[config.mk]
export PLATFORM = sky130hd
export DESIGN_NAME = string_inversion_counter_top
export DESIGN_NICKNAME = d
export VERILOG_FILES = /design/src/rtl/core/sic_pkg.sv /design/src/rtl/core/sic_ram.sv /design/src/rtl/core/sic_datapath.sv /design/src/rtl/core/sic_ctrl.sv /design/src/rtl/core/string_inversion_counter_top.sv
export SDC_FILE = /design/constraint.sdc
export NUM_CORES = 1
export LEC_CHECK = 0
export BUFFER_PORTS_ARGS = -buffer_cell sky130_fd_sc_hd__buf_2
export CAP_MARGIN = 20
export CELL_PAD_IN_SITES_DETAIL_PLACEMENT = 1
export CELL_PAD_IN_SITES_GLOBAL_PLACEMENT = 2
export CORE_UTILIZATION = 53
export DETAILED_ROUTE_END_ITERATION = 16
export GPL_ROUTABILITY_DRIVEN = 1
export HOLD_SLACK_MARGIN = 0.05
export PLACE_DENSITY = 0.86
export SETUP_SLACK_MARGIN = 0.05
export SYNTH_ARGS = -nofsm -noshare
export SYNTH_HDL_FRONTEND = slang
export SYNTH_HIERARCHICAL = 1
export SYNTH_SLANG_ARGS = --single-unit
export TNS_END_PERCENT = 5
[constraint.sdc]
create_clock -name clk -period 7.2 [get_ports clk]
set_input_delay 0.36 -clock clk [delete_from_list [all_inputs] [get_ports clk]]
set_output_delay 0.36 -clock clk [all_outputs]
set_load 0.02 [all_outputs]
[src/rtl/core/sic_pkg.sv]
// Shared types and constants of the string inversion counter.
`default_nettype none
package sic_pkg;

	localparam int unsigned CNT_W = 11;
	localparam logic [CNT_W-1:0] COUNT_MAX = 11'h7FF;
	localparam int unsigned IN_SYM_W = 8;

	typedef struct packed {
		logic start;
		logic scan;
		logic store;
		logic mark_ovf;
		logic emit;
	} cmd_t;

	typedef struct packed {
		logic full;
		logic scan_done;
		logic last;
		logic out_free;
	} sts_t;

endpackage
`default_nettype wire

[src/rtl/core/sic_ram.sv]
// Generic single-write, single-read RAM with registered read data.
`default_nettype none
module sic_ram #(
	parameter int unsigned WIDTH = 8,
	parameter int unsigned DEPTH = 64
) (
	input  wire logic                     clk,
	input  wire logic                     we,
	input  wire logic [$clog2(DEPTH)-1:0] waddr,
	input  wire logic [WIDTH-1:0]         wdata,
	input  wire logic                     re,
	input  wire logic [$clog2(DEPTH)-1:0] raddr,
	output logic      [WIDTH-1:0]         rdata
);

	logic [WIDTH-1:0] mem_q [DEPTH];

	always_ff @(posedge clk) begin
		if (we) begin
			mem_q[waddr] <= wdata;
		end
		if (re) begin
			rdata <= mem_q[raddr];
		end
	end

endmodule
`default_nettype wire

[src/rtl/core/sic_datapath.sv]
// Datapath: symbol store, scan counter, running total and output register.
`default_nettype none
module sic_datapath #(
	parameter int unsigned MAX_LEN     = 64,
	parameter int unsigned SYMBOL_BITS = 8
) (
	input  wire logic                          clk,
	input  wire logic                          arst_n,
	input  wire sic_pkg::cmd_t                 cmd,
	output sic_pkg::sts_t                      sts,
	input  wire logic [sic_pkg::IN_SYM_W-1:0]  symbol,
	input  wire logic                          last,
	output logic                               out_valid,
	input  wire logic                          out_ready,
	output logic      [sic_pkg::CNT_W-1:0]     inversion_count,
	output logic                               too_long
);

	localparam int unsigned AW = $clog2(MAX_LEN);
	localparam int unsigned FW = $clog2(MAX_LEN + 1);
	localparam int unsigned XW = (SYMBOL_BITS > sic_pkg::IN_SYM_W) ?
		SYMBOL_BITS : sic_pkg::IN_SYM_W;
	localparam logic [FW-1:0] FILL_MAX = FW'(MAX_LEN);

	logic [XW-1:0]          sym_x;
	logic [SYMBOL_BITS-1:0] sym_q;
	logic                   last_q;
	logic [FW-1:0]          fill_q;
	logic [FW-1:0]          idx_q;
	logic                   pend_q;
	logic [sic_pkg::CNT_W-1:0] total_q;
	logic                   ovf_q;
	logic                   issue;
	logic [SYMBOL_BITS-1:0] rdata;

	assign sym_x = XW'(symbol);
	assign issue = cmd.scan && (idx_q != fill_q);

	sic_ram #(
		.WIDTH(SYMBOL_BITS),
		.DEPTH(MAX_LEN)
	) u_store (
		.clk  (clk),
		.we   (cmd.store),
		.waddr(fill_q[AW-1:0]),
		.wdata(sym_q),
		.re   (issue),
		.raddr(idx_q[AW-1:0]),
		.rdata(rdata)
	);

	always_ff @(posedge clk) begin
		if (cmd.start) begin
			sym_q  <= sym_x[SYMBOL_BITS-1:0];
			last_q <= last;
		end
		if (cmd.emit) begin
			inversion_count <= total_q;
			too_long        <= ovf_q;
		end
	end

	always_ff @(posedge clk or negedge arst_n) begin
		if (!arst_n) begin
			fill_q    <= '0;
			idx_q     <= '0;
			pend_q    <= 1'b0;
			total_q   <= '0;
			ovf_q     <= 1'b0;
			out_valid <= 1'b0;
		end else begin
			if (cmd.start) begin
				idx_q <= '0;
			end else if (issue) begin
				idx_q <= idx_q + 1'b1;
			end
			pend_q <= issue;
			if (pend_q && (rdata > sym_q) && (total_q != sic_pkg::COUNT_MAX)) begin
				total_q <= total_q + 1'b1;
			end
			if (cmd.store) begin
				fill_q <= fill_q + 1'b1;
			end
			if (cmd.mark_ovf) begin
				ovf_q <= 1'b1;
			end
			if (cmd.emit) begin
				fill_q    <= '0;
				total_q   <= '0;
				ovf_q     <= 1'b0;
				out_valid <= 1'b1;
			end else if (out_ready) begin
				out_valid <= 1'b0;
			end
		end
	end

	assign sts.full      = (fill_q == FILL_MAX);
	assign sts.scan_done = (idx_q == fill_q) && !pend_q;
	assign sts.last      = last_q;
	assign sts.out_free  = !out_valid || out_ready;

endmodule
`default_nettype wire

[src/rtl/core/sic_ctrl.sv]
// Controller state machine that sequences accept, scan, store and emit.
`default_nettype none
module sic_ctrl (
	input  wire logic          clk,
	input  wire logic          arst_n,
	input  wire logic          in_valid,
	output logic               in_ready,
	input  wire sic_pkg::sts_t sts,
	output sic_pkg::cmd_t      cmd
);

	typedef enum logic [1:0] {
		ST_IDLE,
		ST_SCAN,
		ST_FULL_NEXT,
		ST_EMIT
	} state_t;

	state_t state_q;
	logic   accept;

	assign in_ready = (state_q == ST_IDLE);
	assign accept   = in_valid && in_ready;

	always_comb begin
		cmd          = '0;
		cmd.start    = accept;
		cmd.mark_ovf = accept && sts.full;
		cmd.scan     = (state_q == ST_SCAN);
		cmd.store    = (state_q == ST_SCAN) && sts.scan_done;
		cmd.emit     = (state_q == ST_EMIT) && sts.out_free;
	end

	always_ff @(posedge clk or negedge arst_n) begin
		if (!arst_n) begin
			state_q <= ST_IDLE;
		end else begin
			unique case (state_q)
				ST_IDLE: begin
					if (accept) begin
						state_q <= sts.full ? ST_FULL_NEXT : ST_SCAN;
					end
				end
				ST_SCAN: begin
					if (sts.scan_done) begin
						state_q <= sts.last ? ST_EMIT : ST_IDLE;
					end
				end
				ST_FULL_NEXT: begin
					state_q <= sts.last ? ST_EMIT : ST_IDLE;
				end
				ST_EMIT: begin
					if (sts.out_free) begin
						state_q <= ST_IDLE;
					end
				end
			endcase
		end
	end

endmodule
`default_nettype wire

[src/rtl/core/string_inversion_counter_top.sv]
// Top level of the string inversion counter.
// An item is accepted in the idle state, then the store is read once per symbol held; when
// the last read data has been compared, the symbol is written to the store.
// An item that arrives with the store full is not stored and marks the string as too long.
// The item marked last then moves the total to the output register, which waits while the output is held.
// Reset clears the running count, the fill level and the overflow flag.
`default_nettype none
module string_inversion_counter_top #(
	parameter int unsigned MAX_LEN     = 64,
	parameter int unsigned SYMBOL_BITS = 8
) (
	input  wire logic                          clk,
	input  wire logic                          arst_n,
	input  wire logic                          in_valid,
	output logic                               in_ready,
	input  wire logic [sic_pkg::IN_SYM_W-1:0]  symbol,
	input  wire logic                          last,
	output logic                               out_valid,
	input  wire logic                          out_ready,
	output logic      [sic_pkg::CNT_W-1:0]     inversion_count,
	output logic                               too_long
);

	sic_pkg::cmd_t cmd;
	sic_pkg::sts_t sts;

	sic_ctrl u_ctrl (
		.clk     (clk),
		.arst_n  (arst_n),
		.in_valid(in_valid),
		.in_ready(in_ready),
		.sts     (sts),
		.cmd     (cmd)
	);

	sic_datapath #(
		.MAX_LEN    (MAX_LEN),
		.SYMBOL_BITS(SYMBOL_BITS)
	) u_dp (
		.clk            (clk),
		.arst_n         (arst_n),
		.cmd            (cmd),
		.sts            (sts),
		.symbol         (symbol),
		.last           (last),
		.out_valid      (out_valid),
		.out_ready      (out_ready),
		.inversion_count(inversion_count),
		.too_long       (too_long)
	);

endmodule
`default_nettype wire

---- Word-level counts from Yosys, hierarchy flattened ----
Memories as Yosys holds them, arrays and structs flattened. A register that Yosys moved wholly into a read port is not among the register bits.
Index checks and enable logic that the tools add are counted.
operators by class
  add/sub/neg operators ................... 3
  $lt $le $gt $ge ......................... 1
  equal/unequal tests ..................... 10
  muxes and demuxes ....................... 18
  reductions and logical operators ........ 18
operator list
  operator                 count
  $mux W7                  4
  $mux W11                 2
  $add A7 B1 Y7 const B    2
  $add A11 B1 Y11 const B  1
  $ne A11 B11 Y1 const B   1
  $mux W2                  5
  $reduce_bool A2 Y1       5
  $gt A8 B8 Y1             1
  $logic_and A1 B1 Y1      8
  $pmux W2 S4              1
  $eq A7 B7 Y1             1
  $eq A7 B7 Y1 const B     1
  $ne A7 B7 Y1             1
  $mux W1                  6
  $eq A2 B2 Y1 const B     2
  $ne A2 B2 Y1 const B     2
  $reduce_and A3 Y1        1
  $eq A2 B1 Y1 const B     1
  $logic_not A1 Y1         2
  $logic_not A2 Y1         1
  $ne A2 B1 Y1 const B     1
  $logic_or A1 B1 Y1       1
word-level totals
  bits in registers ....................... 51
  bits in writable memories ............... 512
  memories kept ........................... 1
memories
  name                depth  bits a word  read ports  clocked after Yosys merged registers in  write ports  RTL line       RTL
  u_dp.u_store.mem_q  64     8            1           1                                        1            sic_ram.sv:16  logic [WIDTH-1:0] mem_q [DEPTH];

---- Longest topological paths before layout ----
Gate-level depths: netlist of run 1.
  depth in word-level cells ............... 5
  mapped depth ............................ 9
  depth with buffers taken out ............ 8

---- Cells and area by module ----
Netlist of run 1, hierarchy kept.
modules (own cells, without submodules)
  module        times used  cells an instance  area an instance (um2)  seq. area each (um2)
  sic_ram       1           940                20,246.9                15,615.0
  sic_datapath  1           191                2,257.2                 1,331.3
  sic_ctrl      1           22                 192.7                   50.0

---- Worst setup path before layout of run 1 ----
No wires, ideal clock.
  kind .................................... flip-flop to flip-flop
  start ................................... register u_dp.idx_q[4]
  end ..................................... memory u_dp.u_store.mem_q[62][0], enable pin
  arrival time ............................ 2.493 ns
  setup slack ............................. 4.337 ns
  cell stages (with the launch flop) ...... 9
  clock period less this slack ............ 2.863 ns
  cell sequence ........................... dfrtp_1 > xor2_1 > nor4_2 > nand4_1 > nor2_1 > and2_1 > nor2b_1 > nand3_1 > nor2_1
RTL lines
  what                    RTL line            RTL
  start, declared         sic_datapath.sv:29  logic [FW-1:0] idx_q;
  start signal, assigned  sic_datapath.sv:75  idx_q <= idx_q + 1'b1;
  end, declared           sic_ram.sv:16

==> results of run 1 <==
-- per-layer routing --
| layer | share of wire, % | GRT usage (%) | vias to the layer above |
|---|---|---|---|
| met2 | 49 | 40.5 | 457 |
| li1 | - | - | 4819 |
| met4 | 2.6 | 7.66 | 4 |
| met5 | 0.043 | 0 | - |
| met3 | 6.2 | 3.89 | 96 |
| met1 | 42 | 35.4 | 6114 |
-- Yosys cell counts, types with 11 or more instances --
cell / instances
ha_1: 15
o21ai_0: 12
buf_2: 12
edfxtp_1: 541
nand3_1: 19
nor2b_1: 15
mux2_2: 14
buf_4: 15
dfrtp_1: 30
mux4_2: 126
nand4_1: 14
clkbuf_1: 19
a21oi_1: 15
mux2i_1: 27
xor2_1: 11
nor2_1: 102
inv_1: 20
nand2_1: 26
-- worst max-delay path, stage by stage, from the launching register on --
cell and delay [ps]:
dfrtp_4 970, xor2_1 170, nor4_2 380, nand4_1 140
nor2_1 130, and2_1 460, nor2b_1 370, nand3_1 590
nor2_1 780
-- power by group --
part           total, mW  switching [mW]  internal (mW)
sequential          4.18           0.271           3.91
clock               2.87            1.19           1.67
combinational       1.93            1.10          0.830
total               8.98            2.57           6.42
-- area by class of cell --
cell class	instances	share of cell area [%]
clock buffers	72	5.92
clock inverters	32	1.23
inverters	20	0.298
multi-input cells	506	20.9
flip-flops and latches	571	67.4
well taps	539	2.67
repair buffers	56	1.53
-- through the flow --
step	cell area (um^2)	util, %	worst slack, ps
after floorplan	22700	-	4340
after global placement	23300	55.3	3170
after detailed placement	23300	55.3	2920
after CTS	25200	59.8	2870
after global routing	25200	59.9	2570
final	25200	59.9	2800
-- final timing paths --
check | slack [ps] | end
setup / recovery | 2800 | u_dp/u_store/mem_q[6][2]$_DFFE_PP_
hold / removal | 180 | u_dp/ovf_q$_DFFE_PN0P_
setup reg to reg | 2800 | u_dp/u_store/mem_q[6][2]$_DFFE_PP_
hold reg to reg | 470 | u_dp/too_long$_DFFE_PP_
max in group asynchronous | 6280 | u_dp/idx_q[0]$_DFFE_PN0P_
min in group asynchronous | 360 | u_dp/total_q[10]$_DFFE_PN0P_
-- sequential cells by signal (all words and copies together) (netlist names) --
| signal | count |
|---|---|
| u_dp/u_store/mem_q | 512 |
| u_dp/inversion_count | 11 |
| u_dp/total_q | 11 |
| u_dp/sym_q | 8 |
| u_dp/u_store/rdata | 8 |
| u_dp/fill_q | 7 |
| u_dp/idx_q | 7 |
| u_ctrl/state_q | 2 |
| u_dp/last_q | 1 |
| u_dp/out_valid | 1 |
| u_dp/ovf_q | 1 |
| u_dp/pend_q | 1 |
| u_dp/too_long | 1 |
-- cells by family after synthesis --
group | after synthesis | synth area share, %
XOR/XNOR | 17 | 0.656
AND/OR/NAND/NOR | 220 | 4.60
adder cells (fa/ha/maj) | 15 | 0.827
multiplexers | 167 | 14.4
AO/OA/AOI/OAI | 87 | 2.80
flip-flops | 571 | 74.9
buffers and inverters | 76 | 1.85
-- repair_timing --
action | 4_1_cts | 5_1_grt
buffers inserted | 0 | 0
setup endpoints to repair | 0 | 0
endpoints found under the hold margin | 40 | 0
hold buffers | 11 | 0
==> results.md, run 1 <==
- Crit path from: u_dp/idx_q[0]$_DFFE_PN0P_
- 1st-pass router iterations: 5
- Overflow left after global routing: 0
- Max-capacitance violation count: 0
- CTS tree: built
- Share of final-layout standard cells stronger than drive strength 1: 21.7%
- Wire length of the first global-routing pass: 78500 um
- Worst setup skew after layout: 22.0 ps
- Shortest clock period the worst path allows after layout: 4400 ps
- Cell types with the largest area share after synthesis: edfxtp_1 (72%), mux4_2 (13%), dfrtp_1 (3.3%), nor2_1 (1.7%), mux2i_1 (1.2%)
- Share of the synthesized area in the top cell type: 71.6%
- Post-synthesis instance total: 1153
- Top library cells by usage in the layout, fill and taps aside: edfxtp_1 (541), mux4_2 (126), nor2_1 (102)
- Maximum clock rate: 227 MHz
- Total wire length: 53100 um
- Number of buffers added on ports: 26
- Die W: 209 um
- Cell Area, Synth: approximately 23000 um^2
- DRC marker count from the first detailed-route iteration: 1086
- Quantity of gates resized following cts: 0
- Most used flip-flop cell after synthesis: edfxtp_1
- Area inside the core boundary: 42100 um^2
- Number of filler instances in the final layout: 3532
- Post-route clock period utilization: between 60% and 70%
- Worst Path Max Fanout: 46
- Share of async-settable or async-resettable flops after synthesis: 5.25%
- Post-route non-filler standard cell count: 1796
- Post-DRT Antenna Nets: 0
- Overall routing resource usage: 25.0%
- Min Hold Slack: about 180 ps
- Syn avg cell area: 19.7 um^2
- Transition time of the tightest slew-check pin: between 900 and 1000 ps
- Number of enable-type register cells in the synthesized netlist: around 540
- Most frequent standard cell in the layout excluding fill and tap cells: edfxtp_1
- Overall Power: roughly 9.0 mW
- Critical path required time: 7420 ps
- Count of yosys warnings during synthesis: 6
- Dpl cells: around 1700
- Maximum vdd drop: 0.000188 V
- Number of buffers between clock root and the deepest sink: 3
- Signed area change from the synthesized netlist to the final layout: 11.2%
- Die area: ~44000 um^2
- Source of the worst hold timing path: in_valid
- Hold crit path type: in2reg
- Number of global-route vias before repair: ~12000
- Static leakage: 7.95 nW
- Multi-input gate area: ~5300 um^2
- Worst slew margin relative to its limit: 38.8%
- Startpoint Class: register
- Std-Cell Rows: 75
- Num Clock Sinks: 571
- RePlAce Congestion: 0.791
- Final HPWL DP: 31900 um
- Worst-path clk slew: around 60 ps
- Number of clock buffers inserted by TritonCTS: 56
- Status: finished, final reports clean
- Final routed DRC violation total: 0
- Post-synth top area cell: edfxtp_1
- Clock latency on the worst-skew pair: 600 ps
- Arrival time at the worst endpoint: around 4600 ps
- Worst reg2reg path depth: 8
- Number of vias after detailed routing: 11490
- RSZ-0062 raised after global routing: no
- Worst hold path stage count: 4
- Antenna diode count: 0
- Maximum number of pins on one net before global-route repair: 66
- Seq/Total Area, Yosys: 74.9%
- Register cell area after layout: 17000 um^2
- Number of levels in the clock H-tree: 2
- Initial antenna violation count: 2
- Initial cell density of the core: a little over half
- Nets: 1239
- Final routed wire length divided by cell count: 29.6 um
- Count of final max-slew check failures: 0
- Power density normalized to cell area: 356 nW/um^2
- Sum of negative setup slack: 0 ps
- Endpoint type of the worst setup path: register
- Number of register bits inferred by synthesis: 571
- DIE HEIGHT: 209 um
- Final hold viol count: 0
- Synth unique cells: 56
- Root buffer cell: clkbuf_16
- Synthesized Nets: 1181
- Worst Path Class, Setup: reg2reg
- Worst flop-to-flop path startpoint: u_dp/idx_q[0]$_DFFE_PN0P_
- Final setup fails: 0
- Via/cell ratio: 6.40
- IO Count: 27
(Power assumes the default switching activity.)
==> run 2: changes to the inputs <==
- CORE_UTILIZATION: 53 -> 50
- PLACE_DENSITY: 0.86 -> 0.82
- clock period: 7.2 -> 4.45 ns (I/O delays scaled with it)
==> run 2 against run 1 <==
Compared with the run above: core utilization is 3.0 points lower; non-clock buffer count rose by 4; first-iteration DRC count increased by 34%; clock power up 62%; clock skew up 9.7 ps; largest cell class unchanged; largest power group unchanged; highest routed layer is now met4.
==> results.md, run 2 (synthesis results as in run 1) <==
- Wire length of the first global-routing pass: 79900 um
- DIE HEIGHT: 215 um
- Maximum clock rate: ~260 MHz
- Worst setup skew after layout: 31.8 ps
- Std-Cell Rows: 77
- Nets: 1244
- Sum of negative setup slack: 0 ps
- Initial cell density of the core: roughly 51%
- DRC marker count from the first detailed-route iteration: 1452
- Worst-path clk slew: 60 ps
- Worst Path Max Fanout: 14
- Min Hold Slack: 193 ps
- RSZ-0062 raised after global routing: no
- Die W: 215 um
- Buffers inserted by post-CTS timing repair: 0
- Clock latency on the worst-skew pair: 620 ps
- Number of buffers between clock root and the deepest sink: 3
- RePlAce Congestion: 0.778
- Transition time of the tightest slew-check pin: 984 ps
- Post-route clock period utilization: 87.9%
- Number of clock buffers inserted by TritonCTS: between 50 and 60
- IO Count: 27
- Sequential Power Share: 45.3%
- Count of final max-slew check failures: 0
- Static leakage: ~8.0 nW
- Final routed DRC violation total: 0
- Top library cells by usage in the layout, fill and taps aside: edfxtp_1 (541), mux4_2 (126), nor2_1 (102)
- Antenna diode count: 0
- Power density normalized to cell area: 574 nW/um^2
- Number of vias after detailed routing: 11297
- Max-capacitance violation count: 0
- Maximum number of pins on one net before global-route repair: 110
- Num Clock Sinks: 571
- Cell-internal power: roughly 10 mW
- Post-DRT Antenna Nets: 0
- Final hold viol count: 0
- Area inside the core boundary: 44500 um^2
- Proportion of total power due to net switching: 28.9%
- Final setup fails: 0
- Final routed wire length divided by cell count: 28.4 um
- Initial antenna violation count: 0
- Status: finished, final reports clean
- Shortest clock period the worst path allows after layout: between 3000 and 4000 ps
- Register with the most flip-flops: u_dp/u_store/mem_q
- Root buffer cell: clkbuf_16
- Flip-flop count of the largest register after layout: about 510
- Metal3 WL: 3110 um
- Largest registers: u_dp/u_store/mem_q x512, u_dp/inversion_count x11, u_dp/total_q x11
- Maximum vdd drop: 0.000413 V
- Via/cell ratio: between 6 and 7
- 1st-pass router iterations: 5
- Fraction of power consumed by the clock network: 31.9%
- Hold crit path type: in2async
- Worst Path Class, Setup: reg2reg
- Critical path required time: about 4700 ps
- Number of filler instances in the final layout: 3867
- Startpoint Class: register
- Arrival time at the worst endpoint: 4160 ps
- Share of final-layout standard cells stronger than drive strength 1: 21.5%
- Die area: 46200 um^2
- Overall routing resource usage: 23.6%
- Total wire length: 52700 um
- Met2 Routed Length: 25600 um
- Overflow left after global routing: 0
- Worst slew margin relative to its limit: about a third
- CTS tree: built
- Most frequent standard cell in the layout excluding fill and tap cells: edfxtp_1
- Uppermost layer routed: met4
- Number of levels in the clock H-tree: 2
- Met1 wire length: between 20000 and 25000 um
- Final HPWL DP: between 30000 and 40000 um
- Post-route non-filler standard cell count: 1855
- Endpoint type of the worst setup path: register
- Combinational Power Share: a little under a quarter
- Signed area change from the synthesized netlist to the final layout: 11.6%
- Number of buffers added on ports: 26
- Net load switching power: 4.20 mW
- Dpl cells: 1737
- Number of global-route vias before repair: 11959
[run 2: cell count changes in the layout (fill, tap and decap cells not counted), moves of 2 or more]
cell / before / now
buf_4: 17 / 20
clkbuf_1: 14 / 11
clkbuf_8: 1 / 3
bufinv_16: 6 / 4
clkinv_2: 11 / 7
clkinv_1: 11 / 20
[run 2: routing by layer]
layer  vias up  track usage, %
met3        84            3.82
met2       398            37.6
met1      5988            33.5
met5         -               0
li1       4827               -
met4         0            8.39
[run 2: critical path: stages (launching register included)]
cell and delay (ps):
dfrtp_1 540, xor2_1 220, nor4_2 410, nand4_1 140
nor2_1 150, and2_1 460, nor2b_1 340, nand3_1 500
nor2_1 760
[run 2: metrics by stage]
stage / setup slack [ps] / utilization [%] / instance area (um^2) / total power [mW]
2_1_floorplan: 1590 / - / 22700 / 9.06
3_3_place_gp: 763 / 52.6 / 23400 / 9.92
3_5_place_dp: 574 / 52.6 / 23400 / 10.0
5_1_grt: 204 / 56.9 / 25300 / 15.1
6_report: 537 / 56.9 / 25300 / 14.5
4_1_cts: 534 / 56.9 / 25300 / 14.6
[run 2: final cells by class]
| class | instances | area [um^2] | area share [%] |
|---|---|---|---|
| multi-input cells | 506 | 5280 | 20.8 |
| repair buffers | 60 | 432 | 1.70 |
| well taps | 592 | 741 | 2.92 |
| clock buffers | 72 | 1530 | 6.05 |
| inverters | 20 | 75.1 | 0.296 |
| flip-flops and latches | 571 | 17000 | 67.1 |
| clock inverters | 34 | 263 | 1.04 |
[run 2: power groups by stage]
stage | Sequential (mW) | Combinational [mW] | Clock [mW]
floorplan | 6.70 | 2.35 | 0
global placement | 6.69 | 3.22 | 0
detailed placement | 6.70 | 3.32 | 0
CTS | 6.59 | 3.34 | 4.72
global route | 6.62 | 3.56 | 4.91
finish | 6.59 | 3.31 | 4.64
[run 2: final timing paths]
path	startpoint	end	slack [ps]	cells past startpoint
worst max-delay path	u_dp/fill_q[4]$_DFFE_PN0P_	u_dp/u_store/mem_q[30][1]$_DFFE_PP_	540	8
worst min-delay path	arst_n	u_dp/total_q[6]$_DFFE_PN0P_	190	2
worst max register to register	u_dp/fill_q[4]$_DFFE_PN0P_	u_dp/u_store/mem_q[30][1]$_DFFE_PP_	540	8
worst min register to register	u_dp/ovf_q$_DFFE_PN0P_	u_dp/too_long$_DFFE_PP_	470	0
max in group asynchronous	arst_n	u_dp/idx_q[1]$_DFFE_PN0P_	3720	2
min in group clk	last	u_dp/last_q$_DFFE_PP_	320	2
[run 2: what timing repair did]
action                                 CTS  global route
gates resized for setup                  0             0
hold buffers                            12             0
endpoints found under the hold margin   43             0
setup endpoints to repair                0             0
